$ cat src/rtl/ascii_to_morse_keyer_assert.svh
// assertion macros shared by the keyer modules
`ifndef ASCII_TO_MORSE_KEYER_ASSERT_SVH
`define ASCII_TO_MORSE_KEYER_ASSERT_SVH
`ifndef SYNTHESIS
// same-cycle implication, checked out of reset
`define A2M_ASSERT_IMPL(lbl, clk, rst_n, ante, cons) \
	lbl: assert property (@(posedge clk) disable iff (!rst_n) (ante) |-> (cons)) \
		else $error("keyer check failed");
// next-cycle implication, checked out of reset
`define A2M_ASSERT_NEXT(lbl, clk, rst_n, ante, cons) \
	lbl: assert property (@(posedge clk) disable iff (!rst_n) (ante) |=> (cons)) \
		else $error("keyer check failed");
`else
`define A2M_ASSERT_IMPL(lbl, clk, rst_n, ante, cons)
`define A2M_ASSERT_NEXT(lbl, clk, rst_n, ante, cons)
`endif
`endif

$ cat src/rtl/a2m_pkg.sv
// shared types, constants and the morse pattern rom for the keyer
`default_nettype none
package a2m_pkg;

	// configuration register indexes
	localparam logic [2:0] CFG_DIT        = 3'd0;
	localparam logic [2:0] CFG_DAH        = 3'd1;
	localparam logic [2:0] CFG_GAP        = 3'd2;
	localparam logic [2:0] CFG_CHAR_SPACE = 3'd3;
	localparam logic [2:0] CFG_WORD_SPACE = 3'd4;
	localparam logic [2:0] CFG_WORD_CRED  = 3'd5;

	// register reset values
	localparam logic [7:0] RST_DIT        = 8'd1;
	localparam logic [7:0] RST_DAH        = 8'd3;
	localparam logic [7:0] RST_GAP        = 8'd1;
	localparam logic [7:0] RST_CHAR_SPACE = 8'd3;
	localparam logic [7:0] RST_WORD_SPACE = 8'd7;
	localparam logic [7:0] RST_WORD_CRED  = 8'd1;

	// character classes
	localparam logic [1:0] KIND_BAD   = 2'd0;
	localparam logic [1:0] KIND_CHAR  = 2'd1;
	localparam logic [1:0] KIND_SPACE = 2'd2;

	// ascii landmarks
	localparam logic [7:0] ASC_UPPER_A = 8'h41;
	localparam logic [7:0] ASC_UPPER_Z = 8'h5a;
	localparam logic [7:0] ASC_LOWER_A = 8'h61;
	localparam logic [7:0] ASC_LOWER_Z = 8'h7a;
	localparam logic [7:0] ASC_SPACE   = 8'h20;
	localparam logic [7:0] ASC_ZERO    = 8'h30;
	localparam logic [7:0] ASC_NINE    = 8'h39;
	localparam logic [7:0] UPPER_BIAS  = 8'd55;
	localparam logic [7:0] LOWER_BIAS  = 8'd87;

	// command and status between sequencer and datapath
	typedef struct packed {
		logic load;
		logic emit;
	} a2m_cmd_t;

	typedef struct packed {
		logic seg_last;
		logic out_free;
	} a2m_sts_t;

	// pattern rom: length in bits 7..5, element i is a dah when bit i is set
	function automatic logic [7:0] a2m_rom(input logic [5:0] slot);
		logic [7:0] r;
		case (slot)
			6'd0:  r = 8'hbf;
			6'd1:  r = 8'hbe;
			6'd2:  r = 8'hbc;
			6'd3:  r = 8'hb8;
			6'd4:  r = 8'hb0;
			6'd5:  r = 8'ha0;
			6'd6:  r = 8'ha1;
			6'd7:  r = 8'ha3;
			6'd8:  r = 8'ha7;
			6'd9:  r = 8'haf;
			6'd10: r = 8'h42;
			6'd11: r = 8'h81;
			6'd12: r = 8'h85;
			6'd13: r = 8'h61;
			6'd14: r = 8'h20;
			6'd15: r = 8'h84;
			6'd16: r = 8'h63;
			6'd17: r = 8'h80;
			6'd18: r = 8'h40;
			6'd19: r = 8'h8e;
			6'd20: r = 8'h65;
			6'd21: r = 8'h82;
			6'd22: r = 8'h43;
			6'd23: r = 8'h41;
			6'd24: r = 8'h67;
			6'd25: r = 8'h86;
			6'd26: r = 8'h8b;
			6'd27: r = 8'h62;
			6'd28: r = 8'h60;
			6'd29: r = 8'h21;
			6'd30: r = 8'h64;
			6'd31: r = 8'h88;
			6'd32: r = 8'h66;
			6'd33: r = 8'h89;
			6'd34: r = 8'h8d;
			6'd35: r = 8'h83;
			default: r = 8'h00;
		endcase
		return r;
	endfunction

	// silence still owed once the credit is taken off
	function automatic logic [7:0] a2m_top_up(input logic [7:0] target,
		input logic [7:0] credit);
		return (credit < target) ? (target - credit) : 8'd0;
	endfunction

endpackage
`default_nettype wire

$ cat src/rtl/a2m_ctrl.sv
// sequencer for the keyer: accepts a character, then steps out its segments
`default_nettype none
`include "ascii_to_morse_keyer_assert.svh"
module a2m_ctrl (
	input  wire               clk,
	input  wire               arst_n,
	input  wire               in_valid,
	output logic              in_stall,
	input  a2m_pkg::a2m_sts_t sts,
	output a2m_pkg::a2m_cmd_t cmd
);
	import a2m_pkg::*;

	localparam logic S_IDLE = 1'b0;
	localparam logic S_EMIT = 1'b1;

	logic state_q;

	// handshake and commands
	always_comb begin
		in_stall = (state_q != S_IDLE);
		cmd.load = in_valid && (state_q == S_IDLE);
		cmd.emit = (state_q == S_EMIT) && sts.out_free;
	end

	// state register
	always_ff @(posedge clk or negedge arst_n) begin
		if (!arst_n) begin
			state_q <= S_IDLE;
		end else begin
			case (state_q)
				S_IDLE: begin
					if (cmd.load) state_q <= S_EMIT;
				end
				S_EMIT: begin
					if (cmd.emit && sts.seg_last) state_q <= S_IDLE;
				end
				default: state_q <= S_IDLE;
			endcase
		end
	end

	`A2M_ASSERT_NEXT(a_load_starts, clk, arst_n, cmd.load, state_q == S_EMIT)
	`A2M_ASSERT_NEXT(a_last_ends, clk, arst_n, cmd.emit && sts.seg_last, state_q == S_IDLE)
	`A2M_ASSERT_NEXT(a_stall_holds, clk, arst_n, (state_q == S_EMIT) && !sts.out_free,
		state_q == S_EMIT)

endmodule
`default_nettype wire

$ cat src/rtl/a2m_dp.sv
// keyer datapath: registers, rom decode, segment builder and output word register
`default_nettype none
`include "ascii_to_morse_keyer_assert.svh"
module a2m_dp (
	input  wire               clk,
	input  wire               arst_n,
	input  wire               cfg_we,
	input  wire  [2:0]        cfg_index,
	input  wire  [7:0]        cfg_data,
	input  wire  [7:0]        ascii_code,
	input  a2m_pkg::a2m_cmd_t cmd,
	output a2m_pkg::a2m_sts_t sts,
	output logic              out_valid,
	input  wire               out_stall,
	output logic              key_on,
	output logic [7:0]        duration,
	output logic              last,
	output logic              char_valid,
	output logic [11:0]       total_ticks
);
	import a2m_pkg::*;

	logic [7:0]  dit_q, dah_q, gap_q, cspace_q, wspace_q, wcred_q;
	logic [1:0]  kind_q;
	logic [4:0]  pat_q;
	logic [2:0]  len_q;
	logic [2:0]  cnt_q;
	logic        phase_q;
	logic [11:0] total_q;
	logic        out_valid_q;

	logic [1:0]  dec_kind;
	logic [5:0]  dec_slot;
	logic [7:0]  dec_rom;
	logic        seg_key, seg_last, seg_valid;
	logic [7:0]  seg_dur;
	logic [11:0] seg_total;

	// configuration registers
	always_ff @(posedge clk or negedge arst_n) begin
		if (!arst_n) begin
			dit_q    <= RST_DIT;
			dah_q    <= RST_DAH;
			gap_q    <= RST_GAP;
			cspace_q <= RST_CHAR_SPACE;
			wspace_q <= RST_WORD_SPACE;
			wcred_q  <= RST_WORD_CRED;
		end else if (cfg_we) begin
			case (cfg_index)
				CFG_DIT:        dit_q    <= cfg_data;
				CFG_DAH:        dah_q    <= cfg_data;
				CFG_GAP:        gap_q    <= cfg_data;
				CFG_CHAR_SPACE: cspace_q <= cfg_data;
				CFG_WORD_SPACE: wspace_q <= cfg_data;
				CFG_WORD_CRED:  wcred_q  <= cfg_data;
				default: ;
			endcase
		end
	end

	// classify the byte and find its rom slot
	always_comb begin
		dec_kind = KIND_BAD;
		dec_slot = 6'd0;
		if (ascii_code inside {[ASC_UPPER_A:ASC_UPPER_Z]}) begin
			dec_kind = KIND_CHAR;
			dec_slot = 6'(ascii_code - UPPER_BIAS);
		end else if (ascii_code inside {[ASC_LOWER_A:ASC_LOWER_Z]}) begin
			dec_kind = KIND_CHAR;
			dec_slot = 6'(ascii_code - LOWER_BIAS);
		end else if (ascii_code inside {[ASC_ZERO:ASC_NINE]}) begin
			dec_kind = KIND_CHAR;
			dec_slot = 6'(ascii_code - ASC_ZERO);
		end else if (ascii_code == ASC_SPACE) begin
			dec_kind = KIND_SPACE;
		end
		dec_rom = a2m_rom(dec_slot);
	end

	// build the current segment
	always_comb begin
		seg_key   = 1'b0;
		seg_dur   = 8'd0;
		seg_last  = 1'b1;
		seg_valid = 1'b1;
		seg_total = 12'd0;
		case (kind_q)
			KIND_CHAR: begin
				if (cnt_q != len_q) begin
					seg_last = 1'b0;
					if (!phase_q) begin
						seg_key = 1'b1;
						seg_dur = pat_q[cnt_q] ? dah_q : dit_q;
					end else begin
						seg_dur = gap_q;
					end
				end else begin
					seg_dur   = a2m_top_up(cspace_q, gap_q);
					seg_total = total_q + {4'd0, seg_dur};
				end
			end
			KIND_SPACE: begin
				seg_dur   = a2m_top_up(wspace_q, wcred_q);
				seg_total = {4'd0, seg_dur};
			end
			default: begin
				seg_valid = 1'b0;
			end
		endcase
	end

	// per-character sequencing state
	always_ff @(posedge clk or negedge arst_n) begin
		if (!arst_n) begin
			kind_q  <= KIND_BAD;
			pat_q   <= 5'd0;
			len_q   <= 3'd0;
			cnt_q   <= 3'd0;
			phase_q <= 1'b0;
			total_q <= 12'd0;
		end else if (cmd.load) begin
			kind_q  <= dec_kind;
			pat_q   <= dec_rom[4:0];
			len_q   <= dec_rom[7:5];
			cnt_q   <= 3'd0;
			phase_q <= 1'b0;
			total_q <= 12'd0;
		end else if (cmd.emit) begin
			total_q <= total_q + {4'd0, seg_dur};
			if ((kind_q == KIND_CHAR) && (cnt_q != len_q)) begin
				phase_q <= ~phase_q;
				if (phase_q) cnt_q <= cnt_q + 3'd1;
			end
		end
	end

	// output word register valid
	always_ff @(posedge clk or negedge arst_n) begin
		if (!arst_n) begin
			out_valid_q <= 1'b0;
		end else if (cmd.emit) begin
			out_valid_q <= 1'b1;
		end else if (!out_stall) begin
			out_valid_q <= 1'b0;
		end
	end

	// output word payload
	always_ff @(posedge clk) begin
		if (cmd.emit) begin
			key_on      <= seg_key;
			duration    <= seg_dur;
			last        <= seg_last;
			char_valid  <= seg_valid;
			total_ticks <= seg_total;
		end
	end

	assign out_valid    = out_valid_q;
	assign sts.out_free = !out_valid_q || !out_stall;
	assign sts.seg_last = seg_last;

	`A2M_ASSERT_IMPL(a_cnt_bound, clk, arst_n, kind_q == KIND_CHAR, cnt_q <= len_q)
	`A2M_ASSERT_NEXT(a_last_word, clk, arst_n, cmd.emit && seg_last, out_valid_q && last)
	`A2M_ASSERT_NEXT(a_mid_total, clk, arst_n, cmd.emit && !seg_last, total_ticks == 12'd0)

endmodule
`default_nettype wire

$ cat src/rtl/ascii_to_morse_keyer.sv
// top level of the ascii to morse keyer
// Usage:
// The input channel (in_valid, in_stall, ascii_code) takes one character byte
// per word. The output channel (out_valid, out_stall and the segment fields)
// gives the keying of that character as a run of segments: key level,
// duration in ticks, a last flag, char_valid and, on the last segment, the
// character's total ticks.
// The byte is registered into the sequencing state when taken, and the first
// segment is then loaded into the output register once that is free. A letter
// or digit of n elements gives 2n+1 segments, a space or an unsupported byte
// gives one; with no stall one segment leaves per cycle. The segment sequencer
// handles one character at a time.
// in_stall rises once a byte is taken and falls when its last segment has been
// loaded into the output register, so the next byte can be taken while that
// segment still waits. A stall on the output holds the word and the sequencer.
// Reset clears the sequencer and loads the timing registers with their defaults
// (dit 1, dah 3, gap 1, char space 3, word space 7, word credit 1). The user
// writes timing registers via cfg_we/cfg_index/cfg_data while idle; unenforced.
`default_nettype none
module ascii_to_morse_keyer (
	input  wire         clk,
	input  wire         arst_n,
	input  wire         cfg_we,
	input  wire  [2:0]  cfg_index,
	input  wire  [7:0]  cfg_data,
	input  wire         in_valid,
	output logic        in_stall,
	input  wire  [7:0]  ascii_code,
	output logic        out_valid,
	input  wire         out_stall,
	output logic        key_on,
	output logic [7:0]  duration,
	output logic        last,
	output logic        char_valid,
	output logic [11:0] total_ticks
);
	import a2m_pkg::*;

	a2m_cmd_t cmd;
	a2m_sts_t sts;

	// sequencer
	a2m_ctrl u_ctrl (
		.clk      (clk),
		.arst_n   (arst_n),
		.in_valid (in_valid),
		.in_stall (in_stall),
		.sts      (sts),
		.cmd      (cmd)
	);

	// datapath
	a2m_dp u_dp (
		.clk         (clk),
		.arst_n      (arst_n),
		.cfg_we      (cfg_we),
		.cfg_index   (cfg_index),
		.cfg_data    (cfg_data),
		.ascii_code  (ascii_code),
		.cmd         (cmd),
		.sts         (sts),
		.out_valid   (out_valid),
		.out_stall   (out_stall),
		.key_on      (key_on),
		.duration    (duration),
		.last        (last),
		.char_valid  (char_valid),
		.total_ticks (total_ticks)
	);

endmodule
`default_nettype wire

$ cat config.mk
export PLATFORM = sky130hd
export DESIGN_NAME = ascii_to_morse_keyer
export DESIGN_NICKNAME = d
export VERILOG_FILES = /design/src/rtl/a2m_pkg.sv /design/src/rtl/a2m_ctrl.sv /design/src/rtl/a2m_dp.sv /design/src/rtl/ascii_to_morse_keyer.sv
export VERILOG_INCLUDE_DIRS = /design/src /design/src/rtl
export SDC_FILE = /design/constraint.sdc
export NUM_CORES = 1
export LEC_CHECK = 0
export BUFFER_PORTS_ARGS = -buffer_cell sky130_fd_sc_hd__buf_2
export CAP_MARGIN = 20
export CELL_PAD_IN_SITES_DETAIL_PLACEMENT = 1
export CELL_PAD_IN_SITES_GLOBAL_PLACEMENT = 1
export CORE_MARGIN = 2
export CORE_UTILIZATION = 52
export CTS_CLUSTER_SIZE = 40
export DETAILED_ROUTE_END_ITERATION = 16
export GPL_TIMING_DRIVEN = 1
export PLACE_DENSITY_LB_ADDON = 0.08
export SLEW_MARGIN = 10
export SYNTH_ARGS = -nofsm -noshare
export SYNTH_HDL_FRONTEND = slang
export SYNTH_SLANG_ARGS = --single-unit
$ cat constraint.sdc
create_clock -name clk -period 7.9 [get_ports clk]
set_input_delay 1.58 -clock clk [delete_from_list [all_inputs] [get_ports clk]]
set_output_delay 1.58 -clock clk [all_outputs]
set_load 0.01 [all_outputs]
---- Word level (Yosys, flattened, before mapping) ----
Memories as Yosys holds them, arrays and structs flattened. A register that Yosys moved wholly into a read port is not among the register bits.
Cells that the tools add are included.
operators by class
  add/subtract/negate cells ............... 8
  multipliers ............................. 0
  divide/modulo/power cells ............... 0
  order comparisons ....................... 9
  equality and inequality tests ........... 10
  shift operators ......................... 0
  muxes and demuxes ....................... 35
  bitwise operators ....................... 2
  reductions and logical operators ........ 25
operators by type and width
  operator                                                            count
  2-to-1 mux 8 bit                                                    5
  2-to-1 mux 12 bit                                                   3
  adder 12 x 8 -> 12 bit                                              2
  case mux 12 bit (2 select lines)                                    1
  2-to-1 mux 6 bit                                                    3
  greater-or-equal comparator 8 x 7 -> 1 bit (second input constant)  2
  less-or-equal comparator 8 x 7 -> 1 bit (second input constant)     2
  < comparator 8 bit                                                  2
  case mux 8 bit (2 select lines)                                     1
  AND reduction 2 bit                                                 8
  subtractor 8 bit                                                    2
  2-to-1 mux 1 bit                                                    12
  2-to-1 mux 3 bit                                                    4
  subtractor 6 bit (second input constant)                            2
  equality test 8 x 6 -> 1 bit (second input constant)                1
  greater-or-equal comparator 8 x 6 -> 1 bit (second input constant)  1
  less-or-equal comparator 8 x 6 -> 1 bit (second input constant)     1
  2-to-1 mux 2 bit                                                    4
  logical AND 1 bit                                                   7
  equality test 3 x 2 -> 1 bit (second input constant)                2
  equality test 3 bit (second input constant)                         2
  nonzero test 2 bit                                                  3
  subtractor 6 x 5 -> 6 bit (second input constant)                   1
  < comparator 3 x 4 -> 1 bit (second input constant)                 1
  other kinds (14)                                                    17
storage, ports and cells
  register bits ........................... 91
  bits in latches ......................... 0
  memory bits (writable) .................. 0
  ROM bits ................................ 512
  input bits .............................. 24
  output and inout bits ................... 25
  logic and storage cells ................. 107
  memories ................................ 1
memory list
  memory            depth  bits a word  read ports  clocked after memory_dff  wr ports  RTL line       RTL
  (name not given)  64     8            1           1                         0         a2m_pkg.sv:51  case (slot)

---- Depth between registers and ports, before layout ----
  depth in word-level cells ............... 9
  mapped depth ............................ 23
  gate-level depth less buffers ........... 23

---- By module ----
Synthesis repeated with hierarchy kept, for this count alone.
unflattened totals
  cell total of the unflattened synthesis .. 676
  area, all modules ....................... 6686.4 µm²
modules (own cells, without submodules)
  module    instances  cells an instance  area an instance (µm²)  seq. area each (µm²)
  a2m_dp    1          671                6635.1                  2580.0
  a2m_ctrl  1          5                  51.3                    25.0

---- Least setup slack after synthesis ----
Ideal clock, no wire load.
  path kind ............................... in2reg
  start ................................... in ascii_code[1]
  end ..................................... reg u_dp.len_q[2]
  library setup time ...................... 0.143 ns
  arrival ................................. 4.146 ns
  data required time ...................... 7.757 ns
  path slack .............................. 3.612 ns
  stages .................................. 13
  cells stage by stage .................... inv_1 > ha_1 > nor4b_2 > or3b_4 > o211ai_2 > and2_4 > a21boi_0 > ha_1 > clkbuf_1 > nor2_1 > o21ai_0 > a31oi_1 > o221ai_1
on the way
  longest elaborated chain between the ends .. 5
  elaborated cells on any way between the ends .. 15
  classes of those cells .................. add/sub: 3; order compare: 6; mux: 3; reduce/logical: 3
RTL lines
  what                                                                                                   RTL line                    RTL
  start: declaration                                                                                     ascii_to_morse_keyer.sv:28  input wire [7:0] ascii_code,
  greater-or-equal comparator 8 x 6 -> 1 bit or less-or-equal comparator 8 x 6 -> 1 bit (tied branches)  a2m_dp.sv:71                end else if (ascii_code inside {[ASC_ZERO:ASC_NINE]}) begin
  logical AND 1 bit                                                                                      a2m_dp.sv:71
  2-to-1 mux 6 bit                                                                                       a2m_dp.sv:71
  2-to-1 mux 6 bit                                                                                       a2m_dp.sv:68                end else if (ascii_code inside {[ASC_LOWER_A:ASC_LOWER_Z]}) begin
  2-to-1 mux 6 bit (*)                                                                                   a2m_dp.sv:65                if (ascii_code inside {[ASC_UPPER_A:ASC_UPPER_Z]}) begin
  end: declaration                                                                                       a2m_dp.sv:26                logic [2:0] len_q;
Every way passes the cells marked *; elsewhere a longest branch is shown, timed or not.
A chain may end at the register's enable or synchronous reset.

---- Worst setup path in the final report ----
  start ................................... reg u_dp.cspace_q[0]
  end ..................................... reg u_dp.total_q[9]
on the way
  longest elaborated chain between the ends .. 7
  elaborated cells on any way between the ends .. 8
  classes of those cells .................. add/sub: 2; order compare: 1; mux: 5
RTL lines
  what                                                    RTL line       RTL
  start: declaration                                      a2m_dp.sv:23   logic [7:0] dit_q, dah_q, gap_q, cspace_q, wspace_q, wcred_q;
  start signal: assignment                                a2m_dp.sv:53   CFG_CHAR_SPACE: cspace_q <= cfg_data;
  subtractor 8 bit or < comparator 8 bit (tied branches)  a2m_pkg.sv:96  return (credit < target) ? (target - credit) : 8'd0;
  2-to-1 mux 8 bit (*)                                    a2m_pkg.sv:96
  2-to-1 mux 8 bit (*)                                    a2m_dp.sv:89   if (cnt_q != len_q) begin
  case mux 8 bit (2 select lines) (*)                     a2m_dp.sv:87   case (kind_q)
  via u_dp.seg_dur[1]                                     a2m_dp.sv:36   logic [7:0] seg_dur;
  adder 12 x 8 -> 12 bit (*)                              a2m_dp.sv:129  total_q <= total_q + {4'd0, seg_dur};
  2-to-1 mux 12 bit (*)                                   a2m_dp.sv:128  end else if (cmd.emit) begin
  2-to-1 mux 12 bit (*)                                   a2m_dp.sv:121  end else if (cmd.load) begin
  end signal: assignment                                  a2m_dp.sv:129
  end: declaration                                        a2m_dp.sv:29   logic [11:0] total_q;
Mark *: on every way through the listed nets, which the timed path passes. The rest lies on a longest branch. The select of a mux whose other input is x is not followed.

==> run_results.csv <==
group,metric,value,unit
yosys,ys_seq_area_frac,0.398,
clock_tree,ctsHtreeMaxLevel,3,
drt,top_layer_used,"met4",
hold_path,hold_path.class,"register to register",
clock_tree,clk_path_buf_depth,2,
yosys,synth_nets,746,
drt,wl,16.6,mm
place,place_area,6910,sq um
drt,drc,0,
drt,wl_met2,8.06,mm
yosys,ys_warn_count,0,
pwr,power_frac_comb,0.405,
pwr,p_clk_frac,0.213,
pwr,p_switching,0.760,mW
clock_tree,cts_made_buffers,9,
setup_path,cpMaxStageDelayCell,"dfstp_2",
yosys,yosysTopAreaCell,"dfrtp_1",
yosys,synth_top_area_frac,0.252,
final_layout,instances_no_fill,884,
timing,final_max_slew_viol_count,0,
setup_path,critPathRequiredTime,8.20,ns
yosys,synth.avg_cell_area,9.79,sq um
global_routing,grt.total_usage,0.266,
pwr,pwr-share-seq,0.382,
drt,wl_met3,488,um
place,placedCellCount,865,
floorplan,fp.dieW,116,um
clock_tree,post_cts_buffers,0,
global_routing,grt_max_degree,77,
final_layout,syn_to_final_growth,10.7,%
clock_tree,clkSlewWorstSetupHoldPaths,0.07,ns
timing,finalWorstSetupSlack,2.83,ns
global_routing,grt_pass1_vias,5293,
floorplan,rows,40,
global_routing,grt_remaining_overflow,0,
timing,whs,0.507,ns
setup_path,crit_type,"register to register",
clock_tree,cts_tree,"yes",
clock_tree,clock-root-buffer,"clkbuf_16",
setup_path,crit_path_start_kind,"register",
floorplan,design.core.area,12200,sq um
clock_tree,cts.hold.buffers_added,0,
floorplan,pin_count,49,
yosys,synth_edf_count,23,
setup_path,cp.arrival,5.37,ns
drt,vias,5064,
pwr,p_leak,3.15,nW
timing,skew,0.0107,ns
setup_path,slowest_delay,0.53,ns
final_layout,layout_commonest_cell,"nand2_1",
setup_path,end_kind,"register",
final_layout,layout-drive-gt1-share,0.204,
yosys,synth_flop_cell,"dfrtp_1",
pwr,powerDensity,277,nW/um^2
drt,vias_per_cell,5.73,
timing,max_freq,197,MHz
place,post-place-ws,2.84,ns
global_routing,grt_antenna_before_repair,0,
yosys,synth-seq-cells,99,
timing,worst_slew_pin_slew,1.09,ns
timing,hold_viol_final,0,
drt,wire_per_inst,18.8,um
place,gp_congestion,0.848,
drt,ant_nets,0,
status,status,"finished clean",
timing,max-slew-margin-rel,0.275,
timing,period_needed,5.07,ns
pwr,p_int,1.25,mW
clock_tree,clk_latency,0.35,ns
pwr,p_sw_frac,0.379,
global_routing,grt_pass1_wl,27.6,mm
final_layout,antenna_cells,0,
setup_path,path_cells,"inv_1 > ha_1 > fa_1 > nor2b_1 > o21ai_0 > a21boi_0 > o21ai_0 > a21boi_0 > o31ai_1 > nor2_1 > inv_1 > o211ai_1 > ha_1 > a21o_1 > a21oi_1 > o21bai_1 > a21oi_1 > o21bai_1 > a21oi_1 > o21bai_1 > a211oi_1 > a31o_2",
setup_path,cp_max_fo,8,
clock_tree,cts_resized,0,
drt,drt-met1-wl,7.79,mm
drt,firstDrtPassIters,4,
timing,setup_viol,0,
floorplan,dieArea,13500,sq um
final_layout,nNetsFinal,789,
yosys,syn-instance-count,668,
place,portBuffers,48,
yosys,synthesis.area,6540,sq um
final_layout,layout_common_cells,"76 x nand2_1, 66 x dfrtp_1, 51 x o21ai_0, 50 x ha_1",
clock_tree,clock_sink_count,99,
timing,rsz0062_at_grt,"false",
floorplan,die_y,116,um
timing,fin_crit_sh,0.642,
flow_run,cap_violations,0,
drt,drt_iter0_drc,345,
yosys,synth.distinct_cells,74,
place,hpwl,12.7,mm
yosys,synth-async-reset-ratio,0.768,
pwr,ir_drop,172,uV
final_layout,finalInstanceArea,7240,sq um
timing,tns,0,ns
yosys,synth_area_leaders,"dfrtp_1 25%, edfxtp_1 11%, ha_1 9.6%",
floorplan,initial_core_util,0.538,
## flip-flops by register name, indices dropped and copies added, names as in the netlist, 2 cells and up
| name | cells |
|---|---|
| u_dp.pat_q | 5 |
| u_dp.dit_q | 8 |
| u_dp.total_ticks | 12 |
| u_dp.total_q | 12 |
| u_dp.kind_q | 2 |
| u_dp.dah_q | 8 |
| u_dp.cspace_q | 8 |
| u_dp.cnt_q | 3 |
| u_dp.wspace_q | 8 |
| u_dp.wcred_q | 8 |
| u_dp.duration | 8 |
| u_dp.gap_q | 8 |
| u_dp.len_q | 3 |
## metrics by stage
step                      utilization  total power, mW
after floorplan                     -             1.32
after global placement          0.568             1.53
after detailed placement        0.568             1.57
after CTS                       0.592             2.01
after global routing            0.595             2.15
final                           0.595             2.01
## kinds of logic (layout without fill, tap and decap cells)
kind of cell / Yosys count / after routing / synth area share
mux: 54 / 54 / 0.0922
buf+inv: 75 / 123 / 0.0480
xor+xnor: 27 / 27 / 0.0361
compound gates: 157 / 157 / 0.163
flops: 99 / 99 / 0.398
fa+ha+maj: 54 / 54 / 0.108
simple gates: 202 / 202 / 0.155
## cell type report
type                    instances  area, sq um
flip-flops and latches         99         2610
multi-input cells             494         3620
clock inverters                 4         33.8
fillers                      1381         4920
inverters                      51          191
well taps                     168          210
repair buffers                 56          318
clock buffers                  12          258
## worst paths after layout
path,slack [ns],startpoint,endpoint,cells after the start
min reg2reg,0.51,u_dp.wspace_q[0]$_DFFE_PN1P_,u_dp.wspace_q[0]$_DFFE_PN1P_,2
min in group asynchronous,1.36,arst_n,u_dp.total_q[0]$_DFFE_PN0P_,1
min,0.51,u_dp.wspace_q[0]$_DFFE_PN1P_,u_dp.wspace_q[0]$_DFFE_PN1P_,2
max in group asynchronous,5.87,arst_n,u_dp.dit_q[4]$_DFFE_PN0P_,1
max reg2reg,2.83,u_dp.cspace_q[0]$_DFFE_PN1P_,u_dp.total_q[9]$_DFFE_PN0P_,22
max,2.83,u_dp.cspace_q[0]$_DFFE_PN1P_,u_dp.total_q[9]$_DFFE_PN0P_,22
## synth_stat cells, types with 4 or more instances
cell type,n
a211oi_1,5
a21boi_0,5
a21o_1,5
a21oi_1,31
a31oi_1,10
and2_1,4
and3_1,4
buf_6,4
clkbuf_1,17
dfrtp_1,66
dfstp_2,10
edfxtp_1,23
fa_1,4
ha_1,50
inv_1,49
mux2_2,40
mux2i_1,13
nand2_1,76
nand2b_1,8
nand3_1,15
nand4_1,7
nor2_1,33
nor2b_1,12
nor3_1,12
o211ai_1,4
o21ai_0,51
o21bai_1,5
o31ai_1,4
or3_1,4
xnor2_1,21
xor2_1,6
## worst max-delay path, delay by kind of cell (launching register included)
| family | cells | cell delay [ns] |
|---|---|---|
| AO/OA/AOI/OAI | 15 | 3.03 |
| adder cells (fa/ha/maj) | 3 | 0.90 |
| buffers and inverters | 2 | 0.15 |
| flip-flops | 1 | 0.53 |
| AND/OR/NAND/NOR | 2 | 0.40 |
## routing by layer
layer  vias to the layer above  global-route usage
li1                       2460                   -
met1                      2506               0.366
met2                        79               0.438
met3                        19              0.0420
met4                         0              0.0786
met5                         -                   0
## power by group through the flow
stage | clock network [mW] | registers, mW | logic [mW]
2_1_floorplan | 0 | 0.770 | 0.548
4_1_cts | 0.435 | 0.768 | 0.803
5_1_grt | 0.452 | 0.785 | 0.917
3_3_place_gp | 0 | 0.767 | 0.759
6_report | 0.427 | 0.766 | 0.814
3_5_place_dp | 0 | 0.777 | 0.794
Note: power is estimated with default switching activity, not from simulation.
